--- config.mk ---
export PLATFORM = sky130hd
export DESIGN_NAME = scope_edge_trigger_capture_top
export DESIGN_NICKNAME = d
export VERILOG_FILES = /design/src/design/setc_pkg.sv /design/src/design/setc_front.sv /design/src/design/setc_fifo.sv /design/src/design/setc_back.sv /design/src/design/scope_edge_trigger_capture_top.sv
export SDC_FILE = /design/constraint.sdc
export NUM_CORES = 1
export LEC_CHECK = 0
export ABC_AREA = 0
export BUFFER_PORTS_ARGS = -buffer_cell sky130_fd_sc_hd__buf_4
export CAP_MARGIN = 20
export CORE_ASPECT_RATIO = 0.9
export CORE_MARGIN = 5
export CORE_UTILIZATION = 34
export CTS_CLUSTER_DIAMETER = 30
export DETAILED_ROUTE_END_ITERATION = 16
export PLACE_DENSITY = 0.47
export REMOVE_ABC_BUFFERS = 1
export SLEW_MARGIN = 15
export SYNTH_ARGS = -nofsm -noshare
export SYNTH_HDL_FRONTEND = slang
export SYNTH_SLANG_ARGS = --single-unit
--- constraint.sdc ---
create_clock -name clk -period 15.09 [get_ports clk]
set_input_delay 3.018 -clock clk [delete_from_list [all_inputs] [get_ports clk]]
set_output_delay 3.018 -clock clk [all_outputs]
set_load 0.005 [all_outputs]
--- src/design/setc_pkg.sv ---
package setc_pkg;

  // Field widths
  localparam int SAMPLE_W = 8;
  localparam int CFG_W    = 13;
  localparam int INDEX_W  = 12;
  localparam int THR_W    = 9;   // level / 20 tops out at 409
  localparam int SUM_W    = 12;  // 1+2+3+2+1 = 9 weights of an 8-bit sample

  // Default longest capture
  localparam int MAX_CAPTURE_DEF = 4096;

  // Register reset values
  localparam logic             SLOPE_RESET  = 1'b1;
  localparam logic [THR_W-1:0] THR_RESET    = 9'd128;   // 2560 / 20
  localparam logic [CFG_W-1:0] LENGTH_RESET = 13'd64;

  // x / 20 = ((x >> 2) * 52429) >> 18, exact for 11-bit (x >> 2)
  localparam int               LEVEL_PRE_SHIFT = 2;
  localparam int               LEVEL_Q_W       = CFG_W - LEVEL_PRE_SHIFT;
  localparam logic [15:0]      LEVEL_RECIP     = 16'd52429;
  localparam int               LEVEL_SHIFT     = 18;

  // s / 9 = (s * 7282) >> 16, exact for s below 2^12
  localparam logic [12:0]      SMOOTH_RECIP = 13'd7282;
  localparam int               SMOOTH_SHIFT = 16;

  // Queue between front and back
  localparam int QUEUE_AW    = 2;
  localparam int QUEUE_DEPTH = 1 << QUEUE_AW;

  // Configuration register indexes
  typedef enum logic [1:0] {
    REG_SLOPE  = 2'd0,
    REG_LEVEL  = 2'd1,
    REG_LENGTH = 2'd2
  } cfg_reg_t;

  // One captured pair
  typedef struct packed {
    logic               last;
    logic [INDEX_W-1:0] index;
    logic [SAMPLE_W-1:0] b;
    logic [SAMPLE_W-1:0] a;
  } item_t;

  // Queue status seen by front and back
  typedef struct packed {
    logic full;
    logic empty;
  } queue_status_t;

endpackage

--- src/design/setc_front.sv ---
module setc_front #(
  parameter int MAX_CAPTURE = setc_pkg::MAX_CAPTURE_DEF
) (
  input  logic                            clk,
  input  logic                            rst,
  // configuration
  input  logic                            cfg_wen,
  input  logic [1:0]                      cfg_addr,
  input  logic [setc_pkg::CFG_W-1:0]      cfg_wdata,
  // sample input
  input  logic                            in_valid,
  output logic                            in_ready,
  input  logic [setc_pkg::SAMPLE_W-1:0]   in_a,
  input  logic [setc_pkg::SAMPLE_W-1:0]   in_b,
  // queue write side
  input  setc_pkg::queue_status_t         q_status,
  output logic                            q_push,
  output setc_pkg::item_t                 q_item
);

  localparam int CNT_W  = $clog2(MAX_CAPTURE);
  localparam int LEN_W0 = $clog2(MAX_CAPTURE + 1);
  localparam int LEN_W  = (LEN_W0 > setc_pkg::CFG_W) ? LEN_W0 : setc_pkg::CFG_W;
  localparam int SW     = setc_pkg::SAMPLE_W;
  localparam int TW     = setc_pkg::THR_W;
  localparam int QW     = setc_pkg::LEVEL_Q_W;

  // configuration registers
  logic                       slope;
  logic [TW-1:0]              thr;
  logic [setc_pkg::CFG_W-1:0] cfg_len;

  // trigger and capture state
  logic [SW-1:0]    hist [4];
  logic [SW-1:0]    prev_sm;
  logic             capturing;
  logic [CNT_W-1:0] count;

  logic [QW-1:0]                 level_q;
  logic [QW+15:0]                level_prod;
  logic [setc_pkg::SUM_W-1:0]    sum;
  logic [setc_pkg::SUM_W+12:0]   sm_prod;
  logic [SW-1:0]                 smoothed;
  logic [TW-1:0]                 h0_ext;
  logic [TW-1:0]                 a_ext;
  logic                          fire;
  logic                          emit;
  logic                          accept;
  logic [LEN_W-1:0]              len_raw;
  logic [LEN_W-1:0]              len_eff;
  logic [LEN_W-1:0]              count_plus;
  logic                          last;
  logic [31:0]                   count_wide;

  // threshold computed on the write, level / 20 by reciprocal
  assign level_q    = cfg_wdata[setc_pkg::CFG_W-1:setc_pkg::LEVEL_PRE_SHIFT];
  assign level_prod = (QW+16)'(level_q) * (QW+16)'(setc_pkg::LEVEL_RECIP);

  always_ff @(posedge clk) begin
    if (rst) begin
      slope   <= setc_pkg::SLOPE_RESET;
      thr     <= setc_pkg::THR_RESET;
      cfg_len <= setc_pkg::LENGTH_RESET;
    end else if (cfg_wen) begin
      unique case (setc_pkg::cfg_reg_t'(cfg_addr))
        setc_pkg::REG_SLOPE:  slope   <= cfg_wdata[0];
        setc_pkg::REG_LEVEL:  thr     <= level_prod[setc_pkg::LEVEL_SHIFT +: TW];
        setc_pkg::REG_LENGTH: cfg_len <= cfg_wdata;
        default: ;
      endcase
    end
  end

  // weighted sum 1,2,3,2,1 and divide by 9
  assign sum = setc_pkg::SUM_W'(in_a)
             + setc_pkg::SUM_W'({hist[0], 1'b0})
             + setc_pkg::SUM_W'({hist[1], 1'b0}) + setc_pkg::SUM_W'(hist[1])
             + setc_pkg::SUM_W'({hist[2], 1'b0})
             + setc_pkg::SUM_W'(hist[3]);
  assign sm_prod  = (setc_pkg::SUM_W+13)'(sum) * (setc_pkg::SUM_W+13)'(setc_pkg::SMOOTH_RECIP);
  assign smoothed = sm_prod[setc_pkg::SMOOTH_SHIFT +: SW];

  // edge detect against the threshold
  assign h0_ext = TW'(hist[0]);
  assign a_ext  = TW'(in_a);

  always_comb begin
    if (slope) begin
      fire = (h0_ext < thr) && (a_ext >= thr) && (smoothed > prev_sm);
    end else begin
      fire = (h0_ext > thr) && (a_ext <= thr) && (smoothed < prev_sm);
    end
  end

  // capture length clamped to 1..MAX_CAPTURE
  assign len_raw = LEN_W'(cfg_len);

  always_comb begin
    priority if (len_raw == '0) begin
      len_eff = LEN_W'(1);
    end else if (len_raw > LEN_W'(MAX_CAPTURE)) begin
      len_eff = LEN_W'(MAX_CAPTURE);
    end else begin
      len_eff = len_raw;
    end
  end

  assign count_plus = LEN_W'(count) + LEN_W'(1);
  assign last       = count_plus >= len_eff;
  assign count_wide = 32'(count);

  // handshake and queue write
  assign in_ready = ~q_status.full;
  assign accept   = in_valid & in_ready;
  assign emit     = capturing | fire;
  assign q_push   = accept & emit;

  assign q_item.a     = in_a;
  assign q_item.b     = in_b;
  assign q_item.index = count_wide[setc_pkg::INDEX_W-1:0];
  assign q_item.last  = last;

  // capture control
  always_ff @(posedge clk) begin
    if (rst) begin
      capturing <= 1'b0;
      count     <= '0;
    end else if (accept) begin
      capturing <= emit & ~last;
      count     <= (emit & ~last) ? CNT_W'(count_plus) : '0;
    end
  end

  // history and previous smoothed value, frozen during a capture
  always_ff @(posedge clk) begin
    if (rst) begin
      hist[0] <= '0;
      hist[1] <= '0;
      hist[2] <= '0;
      hist[3] <= '0;
      prev_sm <= '0;
    end else if (accept && !capturing) begin
      hist[0] <= in_a;
      hist[1] <= hist[0];
      hist[2] <= hist[1];
      hist[3] <= hist[2];
      prev_sm <= smoothed;
    end
  end

endmodule

--- src/design/setc_fifo.sv ---
module setc_fifo (
  input  logic                    clk,
  input  logic                    rst,
  input  logic                    push,
  input  setc_pkg::item_t         push_item,
  input  logic                    pop,
  output setc_pkg::item_t         pop_item,
  output setc_pkg::queue_status_t status
);

  localparam int AW = setc_pkg::QUEUE_AW;
  localparam int CW = AW + 1;

  setc_pkg::item_t mem [setc_pkg::QUEUE_DEPTH];
  logic [AW-1:0]   wr_ptr;
  logic [AW-1:0]   rd_ptr;
  logic [CW-1:0]   fill;
  logic            do_push;
  logic            do_pop;

  assign status.full  = fill == CW'(setc_pkg::QUEUE_DEPTH);
  assign status.empty = fill == '0;
  assign do_push      = push & ~status.full;
  assign do_pop       = pop & ~status.empty;
  assign pop_item     = mem[rd_ptr];

  // storage
  always_ff @(posedge clk) begin
    if (do_push) begin
      mem[wr_ptr] <= push_item;
    end
  end

  // pointers and fill level
  always_ff @(posedge clk) begin
    if (rst) begin
      wr_ptr <= '0;
      rd_ptr <= '0;
      fill   <= '0;
    end else begin
      if (do_push) begin
        wr_ptr <= wr_ptr + AW'(1);
      end
      if (do_pop) begin
        rd_ptr <= rd_ptr + AW'(1);
      end
      unique case ({do_push, do_pop})
        2'b10:   fill <= fill + CW'(1);
        2'b01:   fill <= fill - CW'(1);
        default: ;
      endcase
    end
  end

endmodule

--- src/design/setc_back.sv ---
module setc_back (
  input  logic                    clk,
  input  logic                    rst,
  // queue read side
  input  setc_pkg::queue_status_t q_status,
  input  setc_pkg::item_t         q_item,
  output logic                    q_pop,
  // result output
  output logic                    out_valid,
  input  logic                    out_ready,
  output setc_pkg::item_t         out_item
);

  // load the output register whenever it is free or being drained
  assign q_pop = ~q_status.empty & (~out_valid | out_ready);

  always_ff @(posedge clk) begin
    if (rst) begin
      out_valid <= 1'b0;
    end else if (~out_valid | out_ready) begin
      out_valid <= ~q_status.empty;
    end
  end

  always_ff @(posedge clk) begin
    if (q_pop) begin
      out_item <= q_item;
    end
  end

endmodule

--- src/design/scope_edge_trigger_capture_top.sv ---
// Oscilloscope edge trigger with 1-2-3-2-1 smoothing and capture engine. Each
// input item is a sample pair (trigger channel, second channel). While armed,
// the block fires when the trigger channel crosses the level register / 20 in
// the direction set by slope_select and the smoothed trace moves the same way;
// it then emits capture_length pairs (0 acts as 1, clamped to MAX_CAPTURE),
// starting with the triggering pair, with tlast on the final one, and
// re-arms. Items that are not captured produce no output. The block takes
// one item per clock cycle while s_tready is high: the whole trigger decision
// (weighted sum, divide by 9 via reciprocal multiply, compares) resolves
// combinationally in the front stage. Results pass through a 4-entry queue
// and an output register: an accepted item is written into the queue and
// then loaded into the output register, which raises m_tvalid. s_tready
// drops only when the queue is full under output backpressure. Write
// configuration only while no capture output is pending.
module scope_edge_trigger_capture_top #(
  parameter int MAX_CAPTURE = setc_pkg::MAX_CAPTURE_DEF
) (
  input  logic                       clk,
  input  logic                       rst,
  // configuration write port
  input  logic                       cfg_wen,
  input  logic [1:0]                 cfg_addr,
  input  logic [setc_pkg::CFG_W-1:0] cfg_wdata,
  // sample input
  input  logic                       s_tvalid,
  output logic                       s_tready,
  input  logic [15:0]                s_tdata,   // [7:0] sample_a, [15:8] sample_b
  // captured output
  output logic                       m_tvalid,
  input  logic                       m_tready,
  output logic [31:0]                m_tdata,   // [7:0] captured_a, [15:8] captured_b,
                                                // [27:16] capture_index, [31:28] zero
  output logic                       m_tlast    // last_flag
);

  setc_pkg::queue_status_t q_status;
  setc_pkg::item_t         push_item;
  setc_pkg::item_t         pop_item;
  setc_pkg::item_t         out_item;
  logic                    q_push;
  logic                    q_pop;

  setc_front #(
    .MAX_CAPTURE(MAX_CAPTURE)
  ) u_front (
    .clk      (clk),
    .rst      (rst),
    .cfg_wen  (cfg_wen),
    .cfg_addr (cfg_addr),
    .cfg_wdata(cfg_wdata),
    .in_valid (s_tvalid),
    .in_ready (s_tready),
    .in_a     (s_tdata[7:0]),
    .in_b     (s_tdata[15:8]),
    .q_status (q_status),
    .q_push   (q_push),
    .q_item   (push_item)
  );

  setc_fifo u_fifo (
    .clk      (clk),
    .rst      (rst),
    .push     (q_push),
    .push_item(push_item),
    .pop      (q_pop),
    .pop_item (pop_item),
    .status   (q_status)
  );

  setc_back u_back (
    .clk      (clk),
    .rst      (rst),
    .q_status (q_status),
    .q_item   (pop_item),
    .q_pop    (q_pop),
    .out_valid(m_tvalid),
    .out_ready(m_tready),
    .out_item (out_item)
  );

  // pack result fields
  assign m_tdata = {4'b0000, out_item.index, out_item.b, out_item.a};
  assign m_tlast = out_item.last;

endmodule
==> impl_metrics.env <==
export IMPL_status="finished clean"
export IMPL_clk_path_buf_depth=3
export IMPL_finalSetupTns_ns=0
export IMPL_synth_xor_area_frac=0.0306
export IMPL_crit_family="adder cells"
export IMPL_grt_pass1_wl_um=52600
export IMPL_grt_max_degree=54
export IMPL_hold_viol=0
export IMPL_yosysMostFrequentCell="inv_1"
export IMPL_worstMarginPinSlew_ns=1.02
export IMPL_synth_compound_area_share=0.0700
export IMPL_insertion_delay_ns=0.55
export IMPL_cts_clk_slew_worst_paths_ns=0.04
export IMPL_final_util=0.410
export IMPL_synth_top_cell_area_share=0.357
export IMPL_htreeDepth=2
export IMPL_maxSlewViolCount=0
export IMPL_antenna_found_initial=0
export IMPL_max_slew_margin=0.322
export IMPL_synthFlopType="edfxtp_1"
export IMPL_clkSinkCount=229
export IMPL_rsz0062_at_grt="no"
export IMPL_drt_pass1_iter_count=5
export IMPL_setup_viol=0
export IMPL_grt_pass1_vias=9661
export IMPL_yosysWarnings=0
export IMPL_synth_edf_count=177
export IMPL_crit_top_cell="fa_1"
export IMPL_wl_per_cell_um=16.6
export IMPL_dieWidth_um=231
export IMPL_drcViolationCount=0
export IMPL_synthAdderAreaFrac=0.290
export IMPL_cts_tree="built"
export IMPL_fill_cells=4093
export IMPL_synthesis_area_um2=14900
export IMPL_numCtsBuffers=49
export IMPL_dpl_hpwl_um=23800
export IMPL_cts_root_buf="clkbuf_16"
export IMPL_drv_cap=0
export IMPL_track_usage=0.135
export IMPL_rows=72
export IMPL_synth_top_family_by_area="adder cells"
export IMPL_wl_um=31600
export IMPL_vias=8995
export IMPL_fmax_mhz=73.6
export IMPL_yosys_cell_types_count=61
export IMPL_place_ws_ns=0.831
export IMPL_synth_simple_area_share=0.0763
export IMPL_worst_path_largest_cell_delay_ns=0.56
export IMPL_slowest_stage="fa_1"
export IMPL_period_minus_slack_ns=13.59
export IMPL_io_buffers=66
export IMPL_synthMuxAreaShare=0.0445
export IMPL_antenna_cells=0
export IMPL_finalClockSkew_ns=0.0277
export IMPL_via_per_inst=4.71
export IMPL_seq_area_frac_synth=0.427
export IMPL_critPathRequiredTime_ns=15.54
export IMPL_initial_core_util=0.345
export IMPL_async_reset_ff_frac=0
export IMPL_worstPathArrival_ns=14.04
export IMPL_synth_commonest_cells="inv_1 (209), ha_1 (201), edfxtp_1 (177), fa_1 (90), nand2_1 (72)"
export IMPL_grt_overflow_total=0
export IMPL_gp_congestion=0.801
export IMPL_startpoint_type="input pin"
export IMPL_post_cts_buffers=0
export IMPL_nets=1640
export IMPL_synth_cells=1212
export IMPL_setup_ws_ns=1.50
export IMPL_drt_iter0_markers=448
export IMPL_hold_path_class="register to register"
export IMPL_drive_gt1_frac=0.145
export IMPL_core_area_um2=43200
export IMPL_timing_final_crit_share=0.901
export IMPL_worstSetupPathType="input pin to register"
export IMPL_end_kind="register"
export IMPL_ios=71
export IMPL_syn_area_per_cell_um2=12.3
export IMPL_synthTopCellsByArea="edfxtp_1 (36%), ha_1 (17%), fa_1 (12%), dfxtp_1 (7.0%), inv_1 (5.3%)"
export IMPL_ant_nets=0
export IMPL_hold_ws_ns=0.461
export IMPL_cts_hold_buf=0
export IMPL_fp_dieH_um=209
export IMPL_critical_path_peak_fanout=18
export IMPL_synth_ff_latch_count=229
export IMPL_die_area_um2=48100
export IMPL_area_growth_pct=18.9
export IMPL_worstPathBufferInverterCount=8
export IMPL_cts_resized=0
export IMPL_yosys_area_top_type="edfxtp_1"
==> sequential cells by signal, indices dropped and copies added, names as in the netlist, 3 cells and up <==
| signal | flops |
|---|---|
| u_back.out_item | 29 |
| u_fifo.fill | 3 |
| u_fifo.mem | 116 |
| u_front.cfg_len | 13 |
| u_front.count | 12 |
| u_front.hist | 32 |
| u_front.prev_sm | 8 |
| u_front.thr | 9 |
==> metal layers <==
metal  global-route usage  routed length, um  up-vias
met1                0.214              17100     4348
li1                     -                  -     4472
met2                0.194              13100      139
met4               0.0279                416        0
met5                    0                  0        -
met3               0.0225               1040       36
==> metrics by stage <==
step,instance area (um2),std cells
after CTS,17700,1908
after global placement,16100,1817
after global routing,17700,1908
after detailed placement,16100,1817
after floorplan,14800,1187
final,17700,1908
==> worst paths after layout <==
kind | endpoint | from | slack [ns] | cells after the start
max | u_fifo.fill[2]$_SDFFE_PP0P_ | s_tdata[1] | 1.50 | 47
max reg2reg | u_fifo.fill[2]$_SDFFE_PP0P_ | u_front.hist[0][1]$_SDFFCE_PN0P_ | 3.67 | 46
min reg2reg | u_front.thr[4]$_SDFFE_PP0P_ | u_front.thr[4]$_SDFFE_PP0P_ | 0.46 | 2
min | u_front.thr[4]$_SDFFE_PP0P_ | u_front.thr[4]$_SDFFE_PP0P_ | 0.46 | 2
==> placed cells by master (no fill, tap or decap), types with 9 or more instances in the layout <==
cell       netlist  final
clkbuf_16        0     49
nand3_1         16     16
buf_4            4     75
a21o_1          19     19
nor2_1          25     25
nor2b_1          9      9
fa_1            90     90
xor2_1          22     22
xnor2_1         30     30
a21oi_1         52     51
nor4_1          14     14
nor3_1          10      9
o21ai_0         15     15
dfxtp_1         52     51
and2_1          30     30
o21bai_1         9      9
inv_1          209    208
nand2_1         72     72
a32o_1          10     10
ha_1           201    201
mux4_2          29     29
inv_6            0      9
edfxtp_1       177    177
==> worst register-to-register path, delay by kind of cell, from the launching register on <==
kind	cells	cell delay, ns
fa+ha+maj	13	4.97
compound gates	15	3.08
xor+xnor	6	1.32
simple gates	5	1.02
flops	1	0.48
buf+inv	7	0.43
==> cell type report <==
cell class	count	area [um2]	area share
clock inverters	37	383	0.0216
flip-flops and latches	229	6360	0.359
clock buffers	54	1260	0.0714
well taps	555	694	0.0392
inverters	209	785	0.0443
multi-input cells	749	7660	0.433
repair buffers	75	563	0.0318
==> kinds of logic (layout without fill, tap and decap cells) <==
| family | after synthesis | in the layout |
|---|---|---|
| flops | 229 | 229 |
| simple gates | 218 | 218 |
| fa+ha+maj | 292 | 292 |
| mux | 30 | 30 |
| other cells | 1 | 4 |
| xor+xnor | 52 | 52 |
| buf+inv | 237 | 375 |
| compound gates | 153 | 153 |
Power is left out: the tool's default activity adds up to more than one toggle a clock period on the data nets, which glitch-free logic cannot reach.
